**config.mk**
```make
export PLATFORM = sky130hd
export DESIGN_NAME = miller_rabin_round
export DESIGN_NICKNAME = d
export VERILOG_FILES = /design/src/rtl/mr_pkg.sv /design/src/rtl/mr_datapath.sv /design/src/rtl/mr_ctrl.sv /design/src/rtl/miller_rabin_round.sv
export SDC_FILE = /design/constraint.sdc
export NUM_CORES = 2
export LEC_CHECK = 0
export BUFFER_PORTS_ARGS = -buffer_cell sky130_fd_sc_hd__buf_4
export CORE_MARGIN = 2
export CORE_UTILIZATION = 38
export DETAILED_ROUTE_END_ITERATION = 6
export SYNTH_ARGS = -nofsm -noshare
export SYNTH_HDL_FRONTEND = slang
export SYNTH_HIERARCHICAL = 1
export SYNTH_SLANG_ARGS = --single-unit
```
**constraint.sdc**
```tcl
create_clock -name clk_i -period 10.85 [get_ports clk_i]
set_input_delay 0.5425 -clock clk_i [delete_from_list [all_inputs] [get_ports clk_i]]
set_output_delay 0.5425 -clock clk_i [all_outputs]
set_load 0.05 [all_outputs]
```
**src/rtl/mr_pkg.sv**
```systemverilog
// Shared constants, command codes and interface structs for the Miller-Rabin round.
`timescale 1ns / 1ps
`default_nettype none
package mr_pkg;

  localparam int NUM_BITS  = 64;
  localparam int RND_W     = 32;
  localparam int DIV_CNT_W = $clog2(RND_W);

  localparam logic [NUM_BITS-1:0] WORD_ONE = {{(NUM_BITS-1){1'b0}}, 1'b1};
  localparam logic [NUM_BITS-1:0] WORD_TWO = {{(NUM_BITS-2){1'b0}}, 2'b10};
  localparam logic [DIV_CNT_W-1:0] DIV_LAST = DIV_CNT_W'(RND_W - 1);

  typedef enum logic [3:0] {
    CMD_NONE,
    CMD_LOAD,      // capture word, p-1, reset divider
    CMD_ODD_STEP,  // s >>= 1
    CMD_DIV_STEP,  // one restoring step of random mod (p-1)
    CMD_WIT,       // witness = rem + 1, start exponentiation
    CMD_MUL_RES,   // start res * base
    CMD_MUL_BASE,  // start base * base
    CMD_MUL_SQ,    // start x * x
    CMD_MUL_STEP,  // one shift-and-add step
    CMD_RES_WB,    // res = product
    CMD_BASE_WB,   // base = product, exponent copy >>= 1
    CMD_SQ_WB      // x = product, e <<= 1
  } mr_cmd_e;

  typedef struct packed {
    mr_cmd_e cmd;
  } mr_ctrl_t;

  typedef struct packed {
    logic reject;
    logic s_odd;
    logic div_last;
    logic sh_zero;
    logic sh_lsb;
    logic mul_done;
    logic loop_exit;
    logic pass;
  } mr_stat_t;

endpackage
`default_nettype wire

```
**src/rtl/mr_datapath.sv**
```systemverilog
// Datapath: operand registers, restoring divider step and bit-serial modular multiplier.
`timescale 1ns / 1ps
`default_nettype none
module mr_datapath (
  input  wire logic                          clk_i,
  input  wire logic [mr_pkg::NUM_BITS-1:0]   cand_i,
  input  wire logic [mr_pkg::RND_W-1:0]      rnd_i,
  input  wire mr_pkg::mr_ctrl_t              ctrl_i,
  output      mr_pkg::mr_stat_t              stat_o
);
  import mr_pkg::*;

  logic [NUM_BITS-1:0]  p_q, p_d, pm1_q, pm1_d, s_q, s_d;
  logic [NUM_BITS-1:0]  e_q, e_d, sh_q, sh_d, base_q, base_d, x_q, x_d;
  logic [NUM_BITS-1:0]  rem_q, rem_d, ma_q, ma_d, mb_q, mb_d, acc_q, acc_d;
  logic [RND_W-1:0]     rnd_q, rnd_d;
  logic [DIV_CNT_W-1:0] cnt_q, cnt_d;
  logic [NUM_BITS-1:0]  trial, sum, dbl;

  always_comb begin
    trial = {rem_q[NUM_BITS-2:0], rnd_q[RND_W-1]};
    sum   = acc_q + ma_q;
    dbl   = {ma_q[NUM_BITS-2:0], 1'b0};
    p_d = p_q; pm1_d = pm1_q; s_d = s_q; e_d = e_q; sh_d = sh_q;
    base_d = base_q; x_d = x_q; rem_d = rem_q; ma_d = ma_q; mb_d = mb_q;
    acc_d = acc_q; rnd_d = rnd_q; cnt_d = cnt_q;
    unique case (ctrl_i.cmd)
      CMD_LOAD: begin
        p_d   = cand_i;
        pm1_d = cand_i - WORD_ONE;
        s_d   = cand_i - WORD_ONE;
        rnd_d = rnd_i;
        rem_d = '0;
        cnt_d = '0;
      end
      CMD_ODD_STEP: s_d = s_q >> 1;
      CMD_DIV_STEP: begin
        rem_d = (trial >= pm1_q) ? trial - pm1_q : trial;
        rnd_d = rnd_q << 1;
        cnt_d = cnt_q + DIV_CNT_W'(1);
      end
      CMD_WIT: begin
        base_d = rem_q + WORD_ONE;
        x_d    = WORD_ONE;
        sh_d   = s_q;
        e_d    = s_q;
      end
      CMD_MUL_RES: begin
        ma_d = x_q; mb_d = base_q; acc_d = '0;
      end
      CMD_MUL_BASE: begin
        ma_d = base_q; mb_d = base_q; acc_d = '0;
      end
      CMD_MUL_SQ: begin
        ma_d = x_q; mb_d = x_q; acc_d = '0;
      end
      CMD_MUL_STEP: begin
        if (mb_q[0]) begin
          acc_d = (sum >= p_q) ? sum - p_q : sum;
        end
        ma_d = (dbl >= p_q) ? dbl - p_q : dbl;
        mb_d = mb_q >> 1;
      end
      CMD_RES_WB: x_d = acc_q;
      CMD_BASE_WB: begin
        base_d = acc_q;
        sh_d   = sh_q >> 1;
      end
      CMD_SQ_WB: begin
        x_d = acc_q;
        e_d = e_q << 1;
      end
      default: ;
    endcase
  end

  always_ff @(posedge clk_i) begin
    p_q <= p_d; pm1_q <= pm1_d; s_q <= s_d; e_q <= e_d; sh_q <= sh_d;
    base_q <= base_d; x_q <= x_d; rem_q <= rem_d; ma_q <= ma_d; mb_q <= mb_d;
    acc_q <= acc_d; rnd_q <= rnd_d; cnt_q <= cnt_d;
  end

  always_comb begin
    stat_o.reject    = p_q[NUM_BITS-1] || (p_q < WORD_TWO) ||
                       (!p_q[0] && (p_q != WORD_TWO));
    stat_o.s_odd     = s_q[0];
    stat_o.div_last  = (cnt_q == DIV_LAST);
    stat_o.sh_zero   = (sh_q == '0);
    stat_o.sh_lsb    = sh_q[0];
    stat_o.mul_done  = (mb_q == '0);
    stat_o.loop_exit = (e_q == pm1_q) || (x_q == WORD_ONE) || (x_q == pm1_q);
    stat_o.pass      = (x_q == pm1_q) || e_q[0];
  end

endmodule
`default_nettype wire

```
**src/rtl/mr_ctrl.sv**
```systemverilog
// Controller: sequences one round and holds the output word register.
`timescale 1ns / 1ps
`default_nettype none
module mr_ctrl (
  input  wire logic             clk_i,
  input  wire logic             rst_ni,
  input  wire logic             in_valid_i,
  output      logic             in_stall_o,
  output      logic             out_valid_o,
  input  wire logic             out_stall_i,
  output      logic             probably_prime_o,
  output      mr_pkg::mr_ctrl_t ctrl_o,
  input  wire mr_pkg::mr_stat_t stat_i
);
  import mr_pkg::*;

  typedef enum logic [3:0] {
    S_IDLE, S_CHECK, S_ODD, S_DIV, S_WIT, S_POW, S_MR, S_POW_B, S_MB,
    S_LOOP, S_SQ, S_DONE
  } state_e;

  state_e state_q, state_d;
  logic   verdict_q, verdict_d;
  logic   out_valid_q, out_valid_d;
  logic   out_data_q, out_data_d;
  logic   can_emit;

  assign in_stall_o       = (state_q != S_IDLE);
  assign out_valid_o      = out_valid_q;
  assign probably_prime_o = out_data_q;
  assign can_emit         = !out_valid_q || !out_stall_i;

  always_comb begin
    state_d     = state_q;
    verdict_d   = verdict_q;
    out_valid_d = out_valid_q && out_stall_i;
    out_data_d  = out_data_q;
    ctrl_o.cmd  = CMD_NONE;
    unique case (state_q)
      S_IDLE: if (in_valid_i) begin
        ctrl_o.cmd = CMD_LOAD;
        state_d    = S_CHECK;
      end
      S_CHECK: begin
        if (stat_i.reject) begin
          verdict_d = 1'b0;
          state_d   = S_DONE;
        end else begin
          state_d = S_ODD;
        end
      end
      S_ODD: begin
        if (stat_i.s_odd) state_d = S_DIV;
        else ctrl_o.cmd = CMD_ODD_STEP;
      end
      S_DIV: begin
        ctrl_o.cmd = CMD_DIV_STEP;
        if (stat_i.div_last) state_d = S_WIT;
      end
      S_WIT: begin
        ctrl_o.cmd = CMD_WIT;
        state_d    = S_POW;
      end
      S_POW: begin
        priority if (stat_i.sh_zero) begin
          state_d = S_LOOP;
        end else if (stat_i.sh_lsb) begin
          ctrl_o.cmd = CMD_MUL_RES;
          state_d    = S_MR;
        end else begin
          ctrl_o.cmd = CMD_MUL_BASE;
          state_d    = S_MB;
        end
      end
      S_MR: begin
        if (stat_i.mul_done) begin
          ctrl_o.cmd = CMD_RES_WB;
          state_d    = S_POW_B;
        end else ctrl_o.cmd = CMD_MUL_STEP;
      end
      S_POW_B: begin
        ctrl_o.cmd = CMD_MUL_BASE;
        state_d    = S_MB;
      end
      S_MB: begin
        if (stat_i.mul_done) begin
          ctrl_o.cmd = CMD_BASE_WB;
          state_d    = S_POW;
        end else ctrl_o.cmd = CMD_MUL_STEP;
      end
      S_LOOP: begin
        if (stat_i.loop_exit) begin
          verdict_d = stat_i.pass;
          state_d   = S_DONE;
        end else begin
          ctrl_o.cmd = CMD_MUL_SQ;
          state_d    = S_SQ;
        end
      end
      S_SQ: begin
        if (stat_i.mul_done) begin
          ctrl_o.cmd = CMD_SQ_WB;
          state_d    = S_LOOP;
        end else ctrl_o.cmd = CMD_MUL_STEP;
      end
      S_DONE: if (can_emit) begin
        out_valid_d = 1'b1;
        out_data_d  = verdict_q;
        state_d     = S_IDLE;
      end
      default: state_d = S_IDLE;
    endcase
  end

  always_ff @(posedge clk_i or negedge rst_ni) begin
    if (!rst_ni) begin
      state_q     <= S_IDLE;
      out_valid_q <= 1'b0;
      verdict_q   <= 1'b0;
      out_data_q  <= 1'b0;
    end else begin
      state_q     <= state_d;
      out_valid_q <= out_valid_d;
      verdict_q   <= verdict_d;
      out_data_q  <= out_data_d;
    end
  end

endmodule
`default_nettype wire

```
**src/rtl/miller_rabin_round.sv**
```systemverilog
// Top level of the single-round Miller-Rabin primality tester.
`timescale 1ns / 1ps
`default_nettype none
// One Miller-Rabin round per word: the low NUM_BITS bits of candidate_i are
// read as a signed number p; negative, 0, 1 and even values other than 2 are
// rejected by the check state. Otherwise p-1 is stripped of its
// trailing zeros (one bit a cycle), the witness (random_value_i mod (p-1))+1
// is formed by a 32-step restoring divider, a^s mod p is computed by
// square-and-multiply, and x is squared until it hits 1 or p-1 or the
// exponent reaches p-1. Every modular product runs on one shared
// shift-and-add multiplier that retires one multiplier bit a cycle; a
// product is a start, at most 63 steps since the operands stay below
// p < 2^63, and a write-back. The exponent bits of s and the squarings
// share the 63 bits of p-1, so the worst case is p = 2^63-1; small
// candidates finish far sooner. One word is worked on at a time:
// in_stall_o is high from acceptance until the verdict moves to the output
// register, which then holds the result until taken while a new word is
// accepted. Multiple rounds are run by the caller, ANDing the verdicts.
module miller_rabin_round (
  input  wire logic                        clk_i,
  input  wire logic                        rst_ni,
  input  wire logic                        in_valid_i,
  output      logic                        in_stall_o,
  input  wire logic signed [63:0]          candidate_i,
  input  wire logic [31:0]                 random_value_i,
  output      logic                        out_valid_o,
  input  wire logic                        out_stall_i,
  output      logic                        probably_prime_o
);
  import mr_pkg::*;

  mr_ctrl_t ctrl;
  mr_stat_t stat;

  // Bits above NUM_BITS are ignored.
  mr_datapath u_dp (
    .clk_i  (clk_i),
    .cand_i (candidate_i[NUM_BITS-1:0]),
    .rnd_i  (random_value_i[RND_W-1:0]),
    .ctrl_i (ctrl),
    .stat_o (stat)
  );

  mr_ctrl u_ctrl (
    .clk_i            (clk_i),
    .rst_ni           (rst_ni),
    .in_valid_i       (in_valid_i),
    .in_stall_o       (in_stall_o),
    .out_valid_o      (out_valid_o),
    .out_stall_i      (out_stall_i),
    .probably_prime_o (probably_prime_o),
    .ctrl_o           (ctrl),
    .stat_i           (stat)
  );

endmodule
`default_nettype wire

```
* Yosys cells after proc, flatten, opt, wreduce, memory -nomap -nowiden
Cells that the tools add are included.
Widths: inputs -> output; s select.
** Word-level totals
- Input bits :: 100
- Output and inout port bits :: 3
- Bits in registers :: 748
** Cells by class
- Add/subtract/negate cells :: 7
- Reductions and logical operators :: 32
- Eq/ne operators :: 37
- $lt $le $gt $ge :: 4
- Multiplexer cells :: 41
** Operators by type and width (number)
- $pmux 64 s2 :: 7
- $pmux 64 s3 :: 2
- $mux 64 :: 4
- $ge 64x64->1 :: 3
- $sub 64x64->64 :: 3
- $eq 64x64->1 :: 2
- $logic_not 64->1 :: 2
- $add 64x1->64 const B :: 1
- $add 64x64->64 :: 1
- $eq 64x1->1 const B :: 1
- $lt 64x2->1 const B :: 1
- $ne 64x2->1 const B :: 1
- $pmux 32 s2 :: 1
- $sub 64x1->64 const B :: 1
- $pmux 4 s12 :: 1
- $mux 4 :: 11
- $pmux 4 s10 :: 1
- $eq 4x3->1 const B :: 8
- $eq 4x4->1 const B :: 8
- $eq 4x2->1 const B :: 4
- $ne 2x2->1 const B :: 8
- $reduce_bool 2->1 :: 7
- $pmux 5 s2 :: 1
- $eq 4x1->1 const B :: 2
- other kinds (18) :: 40

* Logic depth before layout (Yosys ltp)
- Word-level depth :: 9
- Gate-level depth with buffers :: 26

* By module
Netlist, hierarchy kept.
** Modules (own cells, without submodules)
- mr_datapath :: cells an instance 5084, seq. area each 22251.3 sq um, times used 1, area each 49926.6 sq um
- mr_ctrl :: cells an instance 83, seq. area each 175.2 sq um, times used 1, area each 678.2 sq um

* Worst setup path before layout
No wires, ideal clock.
- Path kind :: reg2reg
- Start :: register u_dp.x_q[24]
- End :: register u_dp.base_q[0], enable pin
- Setup time :: 616 ps
- Path slack :: 2384 ps
- Required time :: 10234 ps
- Buffers on the path :: 2
- Data arrival time :: 7849 ps
- Cell stages (with the launch flop) :: 13
- Cell sequence :: edfxtp_1 nor4_1 nand4_1 or4_1 nand3_1 nand3b_1 nand2_1 a21o_1 nor2b_1 clkbuf_1 clkbuf_1 mux2i_1 nor2_1
** RTL lines
- from (decl) :: RTL line mr_datapath.sv:14 : logic [NUM_BITS-1:0] e_q, e_d, sh_q, sh_d, base_q, base_d, x_q, x_d;
- from (signal assigned) :: RTL line mr_datapath.sv:79 : base_q <= base_d; x_q <= x_d; rem_q <= rem_d; ma_q <= ma_d; mb_q <= mb_d;
- to (signal assigned) :: RTL line mr_datapath.sv:79
- to (decl) :: RTL line mr_datapath.sv:14

* Worst setup path in the final report
- Start :: register u_dp.ma_q[6]
- End :: register u_dp.acc_q[42], data pin
** On the way
- Word-level cells in the longest chain between the ends :: 5
** Ends and longest elaborated chain
- from (decl) :: RTL line mr_datapath.sv:15 : logic [NUM_BITS-1:0] rem_q, rem_d, ma_q, ma_d, mb_q, mb_d, acc_q, acc_d;
- from (signal assigned) :: RTL line mr_datapath.sv:79
- $add 64x64->64 * :: RTL line mr_datapath.sv:22 : sum = acc_q + ma_q;
- $sub 64x64->64 or $ge 64x64->1 (tied branches) :: RTL line mr_datapath.sv:59 : acc_d = (sum >= p_q) ? sum - p_q : sum;
- $mux 64 * :: RTL line mr_datapath.sv:59
- $mux 64 * :: RTL line mr_datapath.sv:58 : if (mb_q[0]) begin
- $pmux 64 s2 * :: RTL line mr_datapath.sv:27 : unique case (ctrl_i.cmd)
- to (signal assigned) :: RTL line mr_datapath.sv:80 : acc_q <= acc_d; rnd_q <= rnd_d; cnt_q <= cnt_d;
- to (decl) :: RTL line mr_datapath.sv:15
Every way passes the cells marked *; elsewhere a longest branch is shown, timed or not. The select of a mux whose other input is x is not followed.
A chain may end at the register's enable or synchronous reset.

==> qor.yml <==
status: "completed"
clk_latency_ns: 0.68
overflow: 0
die-area_sq_mm: 0.136
ant_nets: 0
cts_buffers: 89
fin_setup_tns_ns: 0
finalSetupViolCount: 0
postCtsHoldBufs: 1
die_w_um: 369
rsz0062_at_grt: "no"
maxSlewHeadroom: 0.0781
syn_inst: 5167
cts.clk_slew.worst_paths_ns: 0.06
crit_required_ns: 11.28
async_reset_ff_frac: 0.00936
ys_seq_area_frac: 0.443
clock_skew_ns: 0.0376
fin_crit_sh: 0.774
hold_viol_final: 0
syn_area_sq_mm: 0.0506
endpoint_kind: "register"
cp.arrival_ns: 8.82
crit_chain: "ha_1, a21oi_1, nand2_1, o31ai_1, o21ai_0, a41oi_1, and3b_1, o221ai_1, a21oi_1, nor2_1, xnor2_1, ha_1, nand4_1, nor3_1, nand2_1, or4_1, o311ai_0, a21oi_1, o21ai_2, buf_4, nor2_1, buf_4, a22o_1"
place.gp.congestion: 1.03
min_period_ns: 8.39
start_util: 0.384
root_buffer: "clkbuf_16"
min_path_cells: 1
clock_path_buffers: 3
worst-r2r-cell-count: 23
yosys_warnings: 6
path_common_cell: "a21oi_1"
chipHeight_um: 369
syn_to_final_growth_pct: 10.7
vias: 42400
synth-seq-cells: 748
port_buffers: 102
synth_ff_type: "edfxtp_1"
grt_pass1_vias: 40800
cts_tree: "yes"
synth_enable_flop_cells: 741
ios: 103
rows: 133
dr.pass1.iters: 6
hold_class: "in -> reg"
layout.nets: 5519
critPathSlowestCell: "o31ai_1"
grt_use_total: 0.285
clock-sinks: 748
worst_pin_slew_ns: 1.37
avgSynthCellArea_sq_um: 9.79
grt_antenna_before_repair: 4
postRouteWirelength_um: 199000
avgRoutedWirePerCell_um: 28.4
slowest_delay_ns: 0.84
start_kind: "register"
first_iter_violations: 4600
drc: 0
drv_cap: 0
critical_path_class: "reg -> reg"
timing.fmax_mhz: 119
synthesis.nets: 5530
path_max_fanout: 20
grt_pass1_wl_um: 285000
drive_above_1_share: 0.0993
synth_cell_types: 89
hpwl_um: 157000
maxSlewViolCount: 0
postCtsSetupBuffers: 0
grt_max_degree: 140
core_sq_mm: 0.132
htree_levels: 3
cts-resized-gates: 0
post_drt_via_cell_ratio: 6.08
-- routing by layer --
metal | track usage | up-vias | share of wire
li1 | - | 19200 | -
met1 | 0.387 | 21000 | 0.42
met2 | 0.437 | 1875 | 0.44
met3 | 0.0535 | 365 | 0.087
met4 | 0.132 | 6 | 0.050
met5 | 0 | - | 0.00020
-- registers in the layout, indices dropped and copies added, names as in the netlist --
name	flops
u_dp/sh_q	64
u_ctrl/state_q	4
u_dp/pm1_q	64
u_ctrl/probably_prime_o	1
u_dp/p_q	64
u_dp/cnt_q	5
u_dp/x_q	64
u_dp/rnd_q	32
u_dp/s_q	64
u_ctrl/verdict_q	1
u_dp/ma_q	64
u_dp/mb_q	64
u_dp/e_q	64
u_dp/rem_q	64
u_dp/base_q	64
u_ctrl/out_valid_o	1
u_dp/acc_q	64
-- worst max-delay path, delay by kind of cell, from the launching register on --
| kind | cells | cell delay [ns] |
|---|---|---|
| buffers and inverters | 2 | 0.65 |
| XOR/XNOR | 1 | 0.10 |
| flip-flops | 1 | 0.43 |
| AO/OA/AOI/OAI | 10 | 4.00 |
| adder cells (fa/ha/maj) | 2 | 0.83 |
| AND/OR/NAND/NOR | 8 | 2.10 |
-- synth_stat cells (all sizes together) (9+ instances only) --
library cell,count,area share
buf,32,0.0028
a22o,19,0.0033
a211oi,36,0.0053
or2,12,0.0015
nor3b,10,0.0015
and4,9,0.0016
nand3,94,0.0094
nor2,381,0.028
o21a,33,0.0049
a41oi,9,0.0016
inv,214,0.016
edfxtp,741,0.44
mux2,190,0.042
mux2i,47,0.0093
a222oi,17,0.0034
o211ai,19,0.0028
o221ai,10,0.0017
and3,101,0.012
o31ai,21,0.0031
nand2,563,0.042
and2,32,0.0040
a21boi,16,0.0024
o31a,11,0.0019
or3,31,0.0042
nand2b,35,0.0043
a31oi,40,0.0049
a22oi,111,0.016
a21o,146,0.022
o21bai,57,0.0085
nor3,70,0.0069
xnor2,311,0.054
nor4,93,0.012
xor2,158,0.027
nor2b,42,0.0052
ha,259,0.064
nand4,140,0.017
a21oi,402,0.040
clkbuf,217,0.016
or4,15,0.0024
o21ai,308,0.030
-- placed cells by master (no fill, tap or decap), drive strengths merged, types with 42 or more instances in the layout --
master / instances
ha: 259
buf: 146
o21ai: 308
nor4: 93
mux2: 190
nand4: 140
nor2b: 42
and3: 101
nand3: 94
nor3: 70
mux2i: 47
inv: 219
a21o: 146
clkbuf: 110
o21bai: 57
nor2: 381
edfxtp: 741
a22oi: 111
xor2: 158
a21oi: 402
xnor2: 311
nand2: 563
-- layout make-up --
| class | instances | area [sq um] |
|---|---|---|
| well taps | 1755 | 2200 |
| diodes | 1 | 2.50 |
| fillers | 12800 | 75800 |
| multi-input cells | 3956 | 26600 |
| clock inverters | 52 | 510 |
| repair buffers | 147 | 1120 |
| clock buffers | 110 | 2370 |
| flip-flops and latches | 748 | 22400 |
| inverters | 214 | 806 |
-- worst paths after layout --
kind | start | to | slack, ns
max reg2reg | u_dp/ma_q[6]$_DFFE_PP_ | u_dp/acc_q[42]$_SDFFCE_PN0P_ | 2.46
max in group asynchronous | rst_ni | u_ctrl/verdict_q$_DFFE_PN0P_ | 10.49
min reg2reg | u_dp/rnd_q[24]$_DFFE_PP_ | u_dp/rnd_q[25]$_DFFE_PP_ | 0.51
min in group asynchronous | rst_ni | u_ctrl/state_q[3]$_DFFE_PN0P_ | 0.24
min | candidate_i[42] | u_dp/p_q[42]$_DFFE_PP_ | 0.08
max | u_dp/ma_q[6]$_DFFE_PP_ | u_dp/acc_q[42]$_SDFFCE_PN0P_ | 2.46
-- per-stage QoR --
stage	setup slack, ns	instances	cell area (sq um)	hold slack [ns]	utilization
floorplan	2.38	5167	50600	0.247	-
global placement	2.74	6819	53100	0.362	0.403
global route	1.96	6982	56000	0.0643	0.425
finish	2.46	6983	56000	0.0835	0.425
CTS	2.64	6982	56000	0.0503	0.425
detailed placement	2.68	6819	53100	0.363	0.403
-- kinds of logic after synthesis --
group | after synthesis | share of synthesized area
and+or+nand+nor | 1645 | 0.156
adders and majority gates | 263 | 0.0656
buffers and inverters | 463 | 0.0348
DFF | 748 | 0.443
muxes | 237 | 0.0516
AOI/OAI and AO/OA | 1342 | 0.168
xor gates and xnor gates | 469 | 0.0813
Power is not shown: default switching activity piles up to over one toggle a cycle in this logic, so the estimate is an artifact.
